$ cat config.mk
export PLATFORM = sky130hd
export DESIGN_NAME = unique_goal_stack
export DESIGN_NICKNAME = d
export VERILOG_FILES = /design/src/rtl/ugs_pkg.sv /design/src/rtl/unique_goal_stack.sv
export SDC_FILE = /design/constraint.sdc
export NUM_CORES = 1
export LEC_CHECK = 0
export BUFFER_PORTS_ARGS = -buffer_cell sky130_fd_sc_hd__buf_2
export CELL_PAD_IN_SITES_DETAIL_PLACEMENT = 0
export CELL_PAD_IN_SITES_GLOBAL_PLACEMENT = 1
export CORE_MARGIN = 3
export CORE_UTILIZATION = 50
export CTS_CLUSTER_DIAMETER = 120
export DETAILED_ROUTE_END_ITERATION = 12
export GPL_ROUTABILITY_DRIVEN = 0
export PLACE_DENSITY_LB_ADDON = 0.1
export SLEW_MARGIN = 20
export SYNTH_ARGS = -nofsm -noshare
export SYNTH_HDL_FRONTEND = slang
export SYNTH_SLANG_ARGS = --single-unit
$ cat constraint.sdc
create_clock -name clk -period 5.6 [get_ports clk]
set_input_delay 0.56 -clock clk [delete_from_list [all_inputs] [get_ports clk]]
set_output_delay 0.56 -clock clk [all_outputs]
set_load 0.005 [all_outputs]
$ cat src/rtl/ugs_pkg.sv
// Shared constants for the unique goal stack: defaults, request and status codes.
package ugs_pkg;

    localparam int DEF_STACK_DEPTH = 16;
    localparam int DEF_GOAL_BITS   = 16;

    localparam int STATUS_W = 3;

    localparam logic OP_PUSH = 1'b0;
    localparam logic OP_POP  = 1'b1;

    localparam logic [STATUS_W-1:0] ST_PUSHED     = 3'd0;
    localparam logic [STATUS_W-1:0] ST_DUPLICATE  = 3'd1;
    localparam logic [STATUS_W-1:0] ST_POPPED     = 3'd2;
    localparam logic [STATUS_W-1:0] ST_POP_EMPTY  = 3'd3;
    localparam logic [STATUS_W-1:0] ST_PUSH_FULL  = 3'd4;

endpackage

$ cat src/rtl/unique_goal_stack.sv
// Unique goal stack: LIFO of goal identifiers that refuses duplicate pushes.
//
// Each transaction on the slave side is one push (s_tuser = 0, goal in s_tdata) or one pop
// (s_tuser = 1) and yields exactly one result transaction on the master side. One request
// is taken every cycle while s_tready is high: the push goal is compared against all held
// entries in parallel and the stack pointer, entry file and result are updated in the same
// cycle, so the rate is one transaction per clock, set by that compare and update. Results
// pass through a two-entry output buffer, so a stalled master side blocks the slave side
// only once both entries are full. The result tdata holds the new top goal (zero when the
// stack is empty) and the fill count; tuser holds the status code and the top-valid flag.
module unique_goal_stack #(
    parameter int STACK_DEPTH = ugs_pkg::DEF_STACK_DEPTH,
    parameter int GOAL_BITS   = ugs_pkg::DEF_GOAL_BITS
) (
    input  logic                                          clk,
    input  logic                                          rst_n,
    input  logic                                          s_tvalid,
    output logic                                          s_tready,
    // goal_id, zero padded to whole bytes
    input  logic [((GOAL_BITS+7)/8)*8-1:0]                s_tdata,
    // req_type
    input  logic                                          s_tuser,
    output logic                                          m_tvalid,
    input  logic                                          m_tready,
    // top_goal, fill_count, zero padded to whole bytes
    output logic [((GOAL_BITS+$clog2(STACK_DEPTH+1)+7)/8)*8-1:0] m_tdata,
    // status [2:0], top_valid [3]
    output logic [ugs_pkg::STATUS_W:0]                    m_tuser
);
    import ugs_pkg::*;

    localparam int CNT_W      = $clog2(STACK_DEPTH + 1);
    localparam int IDX_W      = (STACK_DEPTH > 1) ? $clog2(STACK_DEPTH) : 1;
    localparam int OUT_DATA_W = ((GOAL_BITS + CNT_W + 7) / 8) * 8;

    typedef struct packed {
        logic                 top_valid;
        logic [STATUS_W-1:0]  status;
        logic [CNT_W-1:0]     fill;
        logic [GOAL_BITS-1:0] top_goal;
    } rsp_t;

    logic [GOAL_BITS-1:0] entries_reg [STACK_DEPTH];
    logic [CNT_W-1:0]     count_reg;
    logic [CNT_W-1:0]     count_next;

    logic                 out_valid_reg;
    logic                 skid_valid_reg;
    rsp_t                 out_reg;
    rsp_t                 skid_reg;

    logic                 accept;
    logic                 take;
    logic [GOAL_BITS-1:0] goal;
    logic                 hit;
    logic                 full;
    logic                 do_push;
    logic [IDX_W-1:0]     top_pos;
    rsp_t                 rsp;

    assign s_tready = !skid_valid_reg;
    assign accept   = s_tvalid && s_tready;
    assign take     = out_valid_reg && m_tready;
    assign goal     = s_tdata[GOAL_BITS-1:0];
    assign full     = (count_reg == CNT_W'(STACK_DEPTH));

    // Parallel duplicate check over the occupied entries
    always_comb
    begin
        hit = 1'b0;
        for (int i = 0; i < STACK_DEPTH; i++)
        begin
            if ((CNT_W'(i) < count_reg) && (entries_reg[i] == goal))
            begin
                hit = 1'b1;
            end
        end
    end

    always_comb
    begin
        do_push    = 1'b0;
        count_next = count_reg;
        rsp.status = ST_PUSHED;
        case (s_tuser)
            OP_PUSH:
            begin
                if (hit)
                begin
                    rsp.status = ST_DUPLICATE;
                end
                else if (full)
                begin
                    rsp.status = ST_PUSH_FULL;
                end
                else
                begin
                    do_push    = 1'b1;
                    count_next = count_reg + CNT_W'(1);
                    rsp.status = ST_PUSHED;
                end
            end
            OP_POP:
            begin
                if (count_reg == '0)
                begin
                    rsp.status = ST_POP_EMPTY;
                end
                else
                begin
                    count_next = count_reg - CNT_W'(1);
                    rsp.status = ST_POPPED;
                end
            end
            default:
            begin
                rsp.status = ST_PUSHED;
            end
        endcase

        top_pos       = IDX_W'(count_next - CNT_W'(1));
        rsp.fill      = count_next;
        rsp.top_valid = (count_next != '0);
        if (do_push)
        begin
            rsp.top_goal = goal;
        end
        else if (count_next != '0)
        begin
            rsp.top_goal = entries_reg[top_pos];
        end
        else
        begin
            rsp.top_goal = '0;
        end
    end

    always_ff @(posedge clk or negedge rst_n)
    begin
        if (!rst_n)
        begin
            count_reg <= '0;
        end
        else if (accept)
        begin
            count_reg <= count_next;
        end
    end

    always_ff @(posedge clk)
    begin
        if (accept && do_push)
        begin
            entries_reg[count_reg[IDX_W-1:0]] <= goal;
        end
    end

    // Two-entry result buffer: the skid entry absorbs a transaction while the output stalls
    always_ff @(posedge clk or negedge rst_n)
    begin
        if (!rst_n)
        begin
            out_valid_reg  <= 1'b0;
            skid_valid_reg <= 1'b0;
        end
        else if (take)
        begin
            if (skid_valid_reg)
            begin
                out_valid_reg  <= 1'b1;
                skid_valid_reg <= accept;
            end
            else
            begin
                out_valid_reg <= accept;
            end
        end
        else if (accept)
        begin
            if (out_valid_reg)
            begin
                skid_valid_reg <= 1'b1;
            end
            else
            begin
                out_valid_reg <= 1'b1;
            end
        end
    end

    always_ff @(posedge clk)
    begin
        if (take)
        begin
            if (skid_valid_reg)
            begin
                out_reg <= skid_reg;
                if (accept)
                begin
                    skid_reg <= rsp;
                end
            end
            else if (accept)
            begin
                out_reg <= rsp;
            end
        end
        else if (accept)
        begin
            if (out_valid_reg)
            begin
                skid_reg <= rsp;
            end
            else
            begin
                out_reg <= rsp;
            end
        end
    end

    assign m_tvalid = out_valid_reg;
    assign m_tdata  = OUT_DATA_W'({out_reg.fill, out_reg.top_goal});
    assign m_tuser  = {out_reg.top_valid, out_reg.status};

endmodule

## Word level (Yosys, flattened, before mapping)

Memory sizes are Yosys's and may differ from the RTL's.
Cells that the tools add are included.
W data, S select, Z words.

- Flip-flop bits (word level): 57
- RAM bits: 256
- Input port bits: 21
- Output and inout bits: 30
- Word-level logic and storage cells: 126
- Memories: 1

- Add/subtract/negate cells: 3
- Order comparisons: 16
- Eq/ne operators: 19
- Multiplexer cells: 47
- Bitwise operators: 1
- Reduce and logical (&&, ||, !) cells: 28

Memory list:

| memory | depth | bits a word | read ports | clocked after Yosys merged registers in | write ports | RTL line | source |
|---|---|---|---|---|---|---|---|
| entries_reg | 16 | 16 | 17 | 0 | 1 | unique_goal_stack.sv:43 | `logic [GOAL_BITS-1:0] entries_reg [STACK_DEPTH];` |

Operator list:

| kind | count |
|---|---|
| $eq A16 B16 Y1 | 16 |
| $mux W25 | 9 |
| $lt A4 B5 Y1 const A | 8 |
| $mux W16 | 2 |
| $mux W1 | 29 |
| $lt A3 B5 Y1 const A | 4 |
| $logic_and A1 B1 Y1 | 19 |
| $mux W5 | 3 |
| $lt A1 B5 Y1 const A | 2 |
| $lt A2 B5 Y1 const A | 2 |
| $pmux W5 S2 | 1 |
| $mux W3 | 2 |
| $pmux W3 S2 | 1 |
| $reduce_and A3 Y1 | 2 |
| $reduce_bool A2 Y1 | 3 |
| $add A5 B1 Y5 const B | 1 |
| $eq A5 B5 Y1 const B | 1 |
| $logic_not A5 Y1 | 1 |
| $reduce_bool A5 Y1 | 1 |
| $sub A5 B1 Y5 const B | 1 |
| $sub A4 B1 Y4 const B | 1 |
| $ne A2 B1 Y1 const B | 1 |
| $ne A2 B2 Y1 const B | 1 |
| $reduce_and A2 Y1 | 1 |
| other kinds (2) | 2 |

## Longest topological paths before layout

An unclocked memory read counts as a cell.

- Depth in word-level cells: 28
- Mapped depth: 18
- Mapped depth without buffers: 15

## Least setup slack after synthesis

No wires, ideal clock.

- Path kind: in2reg
- Start: in s_tdata[9]
- End: mem entries_reg[0][0] (netlist name) (enable)
- Library setup time: 409 ps
- Arrival: 4,155 ps
- Required time: 5,191 ps
- Slack: 1,035 ps
- Stages: 13
- Path buffers: 4
- Cells stage by stage: buf_4 > buf_8 > xnor2_1 > nand4_1 > nor3_1 > a311o_1 > a211oi_4 > nand4_2 > a21oi_1 > clkbuf_1 > buf_1 > nand3_1 > nor3_1

- Cells in the longest elaborated chain, start to end: 23
- Elaborated cells on any way between the ends: 53
- Classes of those cells: 16 x eq/ne; 20 x mux; 17 x reduce/logical

RTL lines:

| what | RTL line | source |
|---|---|---|
| start: declaration | unique_goal_stack.sv:20 | `input logic [((GOAL_BITS+7)/8)*8-1:0] s_tdata,` |
| $eq A16 B16 Y1 | unique_goal_stack.sv:73 | `if ((CNT_W'(i) < count_reg) && (entries_reg[i] == goal))` |
| $logic_and A1 B1 Y1 | unique_goal_stack.sv:73 |  |
| $mux W1 (15 in series) | unique_goal_stack.sv:73 |  |
| $mux W1 (*) | unique_goal_stack.sv:73 |  |
| $mux W1 (*) | unique_goal_stack.sv:88 | `if (hit)` |
| $mux W1 (*) | unique_goal_stack.sv:85 | `case (s_tuser)` |
| $logic_and A1 B1 Y1 (*) | unique_goal_stack.sv:152 | `if (accept && do_push)` |
| $mux W1 (*) | unique_goal_stack.sv:152 |  |
| $mux W1 (implied by the code) (*) | unique_goal_stack.sv:154 | `entries_reg[count_reg[IDX_W-1:0]] <= goal;` |
| end: declaration | unique_goal_stack.sv:43 |  |

Mark *: on every way between the ends. The rest lies on a longest branch, timed or not.

## Worst setup path in the final report

- Start: in s_tdata[11]
- End: reg out_reg (netlist bit m_tdata[4]) (data pin)

- Cells in the longest elaborated chain, start to end: 27
- Elaborated cells on any way between the ends: 62
- Classes of those cells: 1 x add/sub; 16 x eq/ne; 27 x mux; 17 x reduce/logical; 1 x memory

RTL lines:

| what | RTL line | source |
|---|---|---|
| $eq A16 B16 Y1 | unique_goal_stack.sv:73 |  |
| $logic_and A1 B1 Y1 | unique_goal_stack.sv:73 |  |
| $mux W1 (15 in series) | unique_goal_stack.sv:73 |  |
| $mux W1 (*) | unique_goal_stack.sv:73 |  |
| $mux W5 | unique_goal_stack.sv:88 |  |
| $pmux W5 S2 | unique_goal_stack.sv:85 |  |
| $sub A4 B1 Y4 | unique_goal_stack.sv:121 | `top_pos = IDX_W'(count_next - CNT_W'(1));` |
| $mem_v2 Z16 W16 | n/a |  |
| $mux W16 | unique_goal_stack.sv:128 | `else if (count_next != '0)` |
| $mux W16 (*) | unique_goal_stack.sv:124 | `if (do_push)` |
| $mux W25 (on tied branches) | unique_goal_stack.sv:210, unique_goal_stack.sv:203 |  |
| $mux W25 (on tied branches) | unique_goal_stack.sv:208, unique_goal_stack.sv:195 |  |
| $mux W25 (*) | unique_goal_stack.sv:193 | `if (take)` |
| end signal: assignment | unique_goal_stack.sv:197 | `out_reg <= skid_reg;` |
| end signal: assignment | unique_goal_stack.sv:205 | `out_reg <= rsp;` |
| end signal: assignment | unique_goal_stack.sv:216 | `out_reg <= rsp;` |
| end: declaration | unique_goal_stack.sv:49 | `rsp_t out_reg;` |

Mark *: on every way between the ends. The rest lies on a longest branch, timed or not. The select of a mux whose other input is x is not followed.
A chain may end at the register's enable or synchronous reset.

==> metrics.md <==
| Metric | Value |
|---|---|
| Reg2reg end | `m_tdata[4]$_DFFE_PP_` |
| Met2 usage | `0.429` |
| Max VDD drop | `0.000349 V` |
| Seq/Total Area, Yosys | `0.582` |
| Initial Util | `0.509` |
| Clock skew | `0.0118 ns` |
| Row count | `between 60 and 70` |
| Min Clock Period, post-route | `5.05 ns` |
| Die area | `roughly 0.034 mm2` |
| Multiplexer area fraction after synthesis | `0.0531` |
| Fill count | `2590` |
| GRT Max-Usage Layer | `met1` |
| Met1 Use GR | `0.451` |
| Slew headroom | `0.446` |
| CP endpoint kind | `flip-flop` |
| Fin. max-slew vios | `0` |
| Die extent in x | `185 um` |
| CTS tree | `yes` |
| GRT Total Usage | `0.295` |
| Post-synthesis instance total | `1263` |
| Placed Instances | `~1700` |
| Period utilization | `0.903` |
| Most used cell, CP | `buf_4` |
| Vias | `approximately 11000` |
| Largest net degree at the start of global routing | `42` |
| Most common cell after layout, fill and taps aside | `edfxtp_1` |
| Combinational family with the most area after synthesis | `XOR/XNOR gates` |
| Skew-Pair Late Insertion Delay | `0.52 ns` |
| Worst hold slack | `0.263 ns` |
| Worst path bufs/invs | `5` |
| Top-area cell type share of the netlist area | `0.571` |
| Cell family with most CP delay | `buffers and inverters` |
| Initial antenna violation count | `0` |
| Worst EP arrival | `5.31 ns` |
| RSZ-0062 raised after global routing | `no` |
| Post-DP Area | `0.0170 mm2` |
| Core box area | `~0.032 mm2` |
| Root Buffer | `clkbuf_16` |
| Worst Hold Path EP | `skid_valid_reg$_DFFE_PN0P_` |
| Share of cells above drive strength 1 | `0.161` |
| Worst Hold Launch | `m_tready` |
| CTS Sinks | `313` |
| Mean Syn Cell Area | `12.7 um2` |
| Worst r2r src | `count_reg[1]$_DFFE_PN0P_` |
| Status | `completed` |
| Syn-to-layout area delta | `12.9%` |
| Iter 0 DRT Violations | `1425` |
| Hold path cells | `2` |
| Drt total wl | `50500 um` |
| Adder-cell share of the synthesized area | `0.00311` |
| Hold Path Class | `primary input to flip-flop` |
| Vias in the first global route | `10400` |
| # Post-CTS Setup Buffers | `0` |
| Main flop type after synthesis | `edfxtp_1` |
| Cell variety after synth | `69` |
| Final Instance Area | `~0.018 mm2` |
| Post-synthesis compound-gate area fraction | `0.0898` |
| Max incr delay on CP | `slightly below 0.7 ns` |
| Depth of the most critical reg-to-reg path | `16` |
| Met3 usage | `0.0656` |
| Asr flop ratio synth | `0.0224` |
| Worst EP required | `5.85 ns` |
| Final cell count without fillers | `about 1800` |
| Post-DRT Antenna Nets | `0` |
| Max Fclk | `0.198 GHz` |
| Clock slew at reported path FFs | `0.06 ns` |
| Number of port buffers | `47` |
| Max Cap Viol | `0` |
| Endpoints failing setup | `0` |
| Cell Area, Synth | `0.0161 mm2` |
| Antenna diode count | `0` |
| Critical Path Fanout Max | `22` |
| Simple-gate area share of the yosys netlist | `0.0929` |
| Leakage power | `roughly 6.4 nW` |
| GRT Residual Overflow | `0` |
| Synth Area in XOR/XNOR | `0.140` |
| Final hold vios | `0` |
| Yosys top cell by area | `edfxtp_1` |
| Wire length per cell | `about 28 um` |
| Clk buf depth | `3` |
| Post-synth EDFFs | `306` |
| Worst-path cell chain | `buf_2 -> buf_4 -> xnor2_1 -> nand4_1 -> nor4_1 -> o21ai_1 -> and4_1 -> a211o_1 -> clkinv_2 -> buf_4 -> buf_4 -> mux2_2 -> o22ai_1 -> nor3b_1 -> o21ai_0 -> a31oi_1` |
| Yosys warning count | `0` |
| Via/cell ratio | `6.19` |
| Num CTS Buffers | `38` |
| DRC viols | `0` |
| R2R Setup Slk | `0.61 ns` |
| I/O pins | `51` |
| Count of state elements after synthesis | `around 310` |
| Post-DP HPWL | `36200 um` |
| Commonest cells after routing, fill and taps aside | `edfxtp_1, xor2_1, xnor2_1` |
| First-pass GRT wire length | `between 70000 and 80000 um` |
| Pwr Density | `510 mW/mm2` |
| Startpoint Class | `primary input` |
| CP max-delay cell | `nor4_1` |
| Top cells by area, synth | `edfxtp_1, xor2_1, xnor2_1` |
| Router iterations before antenna repair | `6` |
| Nets | `1380` |
| Slew @ Worst Pin | `0.831 ns` |
| Max reg flops | `256` |
| Setup TNS Final | `0 ns` |
| Die height | `185 um` |
| Critical Setup Path Class | `primary input to flip-flop` |
| H-Tree Depth | `2` |
==> what timing repair did <==
action	CTS	global route
hold endpoints to repair	7	0
hold buffers	1	0
gates resized for setup	0	0
==> synthesized netlist by cell type (9+ instances only) <==
library cell	number
a211oi_1	9
a21oi_1	47
a31oi_1	17
buf_2	17
buf_4	19
buf_6	21
clkbuf_1	23
edfxtp_1	306
inv_1	12
mux2_2	18
mux2i_1	57
nand2_1	91
nand3_1	27
nand4_1	23
nor2_1	61
nor3_1	18
nor4_1	40
o211ai_1	9
o21ai_0	32
o22ai_1	20
xnor2_1	95
xor2_1	162
==> layer usage <==
layer	routed length (um)	up-vias
met5	0	-
met4	1340	0
met3	5160	106
met2	21700	612
met1	22400	5422
li1	-	4895
==> where the power goes <==
part | internal, W | switching (W)
Clock | 0.00137 | 0.000953
Sequential | 0.00290 | 0.000153
Combinational | 0.00133 | 0.00256
==> kinds of logic (layout without fill, tap and decap cells) <==
| family | count (synthesis) | in the layout |
|---|---|---|
| AND/OR/NAND/NOR | 300 | 300 |
| XOR/XNOR | 257 | 257 |
| flip-flops | 313 | 313 |
| multiplexers | 79 | 79 |
| adder cells (fa/ha/maj) | 4 | 4 |
| buffers and inverters | 99 | 216 |
| AO/OA/AOI/OAI | 210 | 210 |
| other | 1 | 3 |
==> final cells by class <==
| cell class | count | area, um2 | share of cell area |
|---|---|---|---|
| Clock buffer | 48 | 1010 | 0.0556 |
| Clock inverter | 19 | 143 | 0.00785 |
| Tap cell | 402 | 503 | 0.0277 |
| Multi-Input combinational cell | 853 | 6130 | 0.338 |
| Timing Repair Buffer | 133 | 958 | 0.0527 |
| Inverter | 16 | 61.3 | 0.00337 |
| Sequential cell | 313 | 9360 | 0.515 |
==> worst max path at each step <==
stage                                   from                     endpoint  slack, ns  depth (start not counted)
finish                           s_tdata[11]         m_tdata[4]$_DFFE_PP_       0.55                         16
global route        count_reg[1]$_DFFE_PN0P_         m_tdata[8]$_DFFE_PP_       0.46                         14
CTS                 count_reg[3]$_DFFE_PN0P_         m_tdata[4]$_DFFE_PP_       0.76                         15
detailed placement               s_tdata[11]         m_tdata[4]$_DFFE_PP_       0.24                         17
global placement                 s_tdata[11]         m_tdata[4]$_DFFE_PP_       0.28                         16
floorplan                         s_tdata[9]  entries_reg[0][0]$_DFFE_PP_       1.04                         13
==> per-stage QoR <==
stage / worst slack [ns] / util / total power (W)
final: 0.546 / 0.574 / 0.00927
after global routing: 0.459 / 0.574 / 0.00964
after CTS: 0.757 / 0.574 / 0.00919
after detailed placement: 0.238 / 0.538 / 0.00687
after global placement: 0.275 / 0.538 / 0.00689
after floorplan: 1.04 / - / 0.00537
Note: power is estimated with default switching activity, not from simulation.
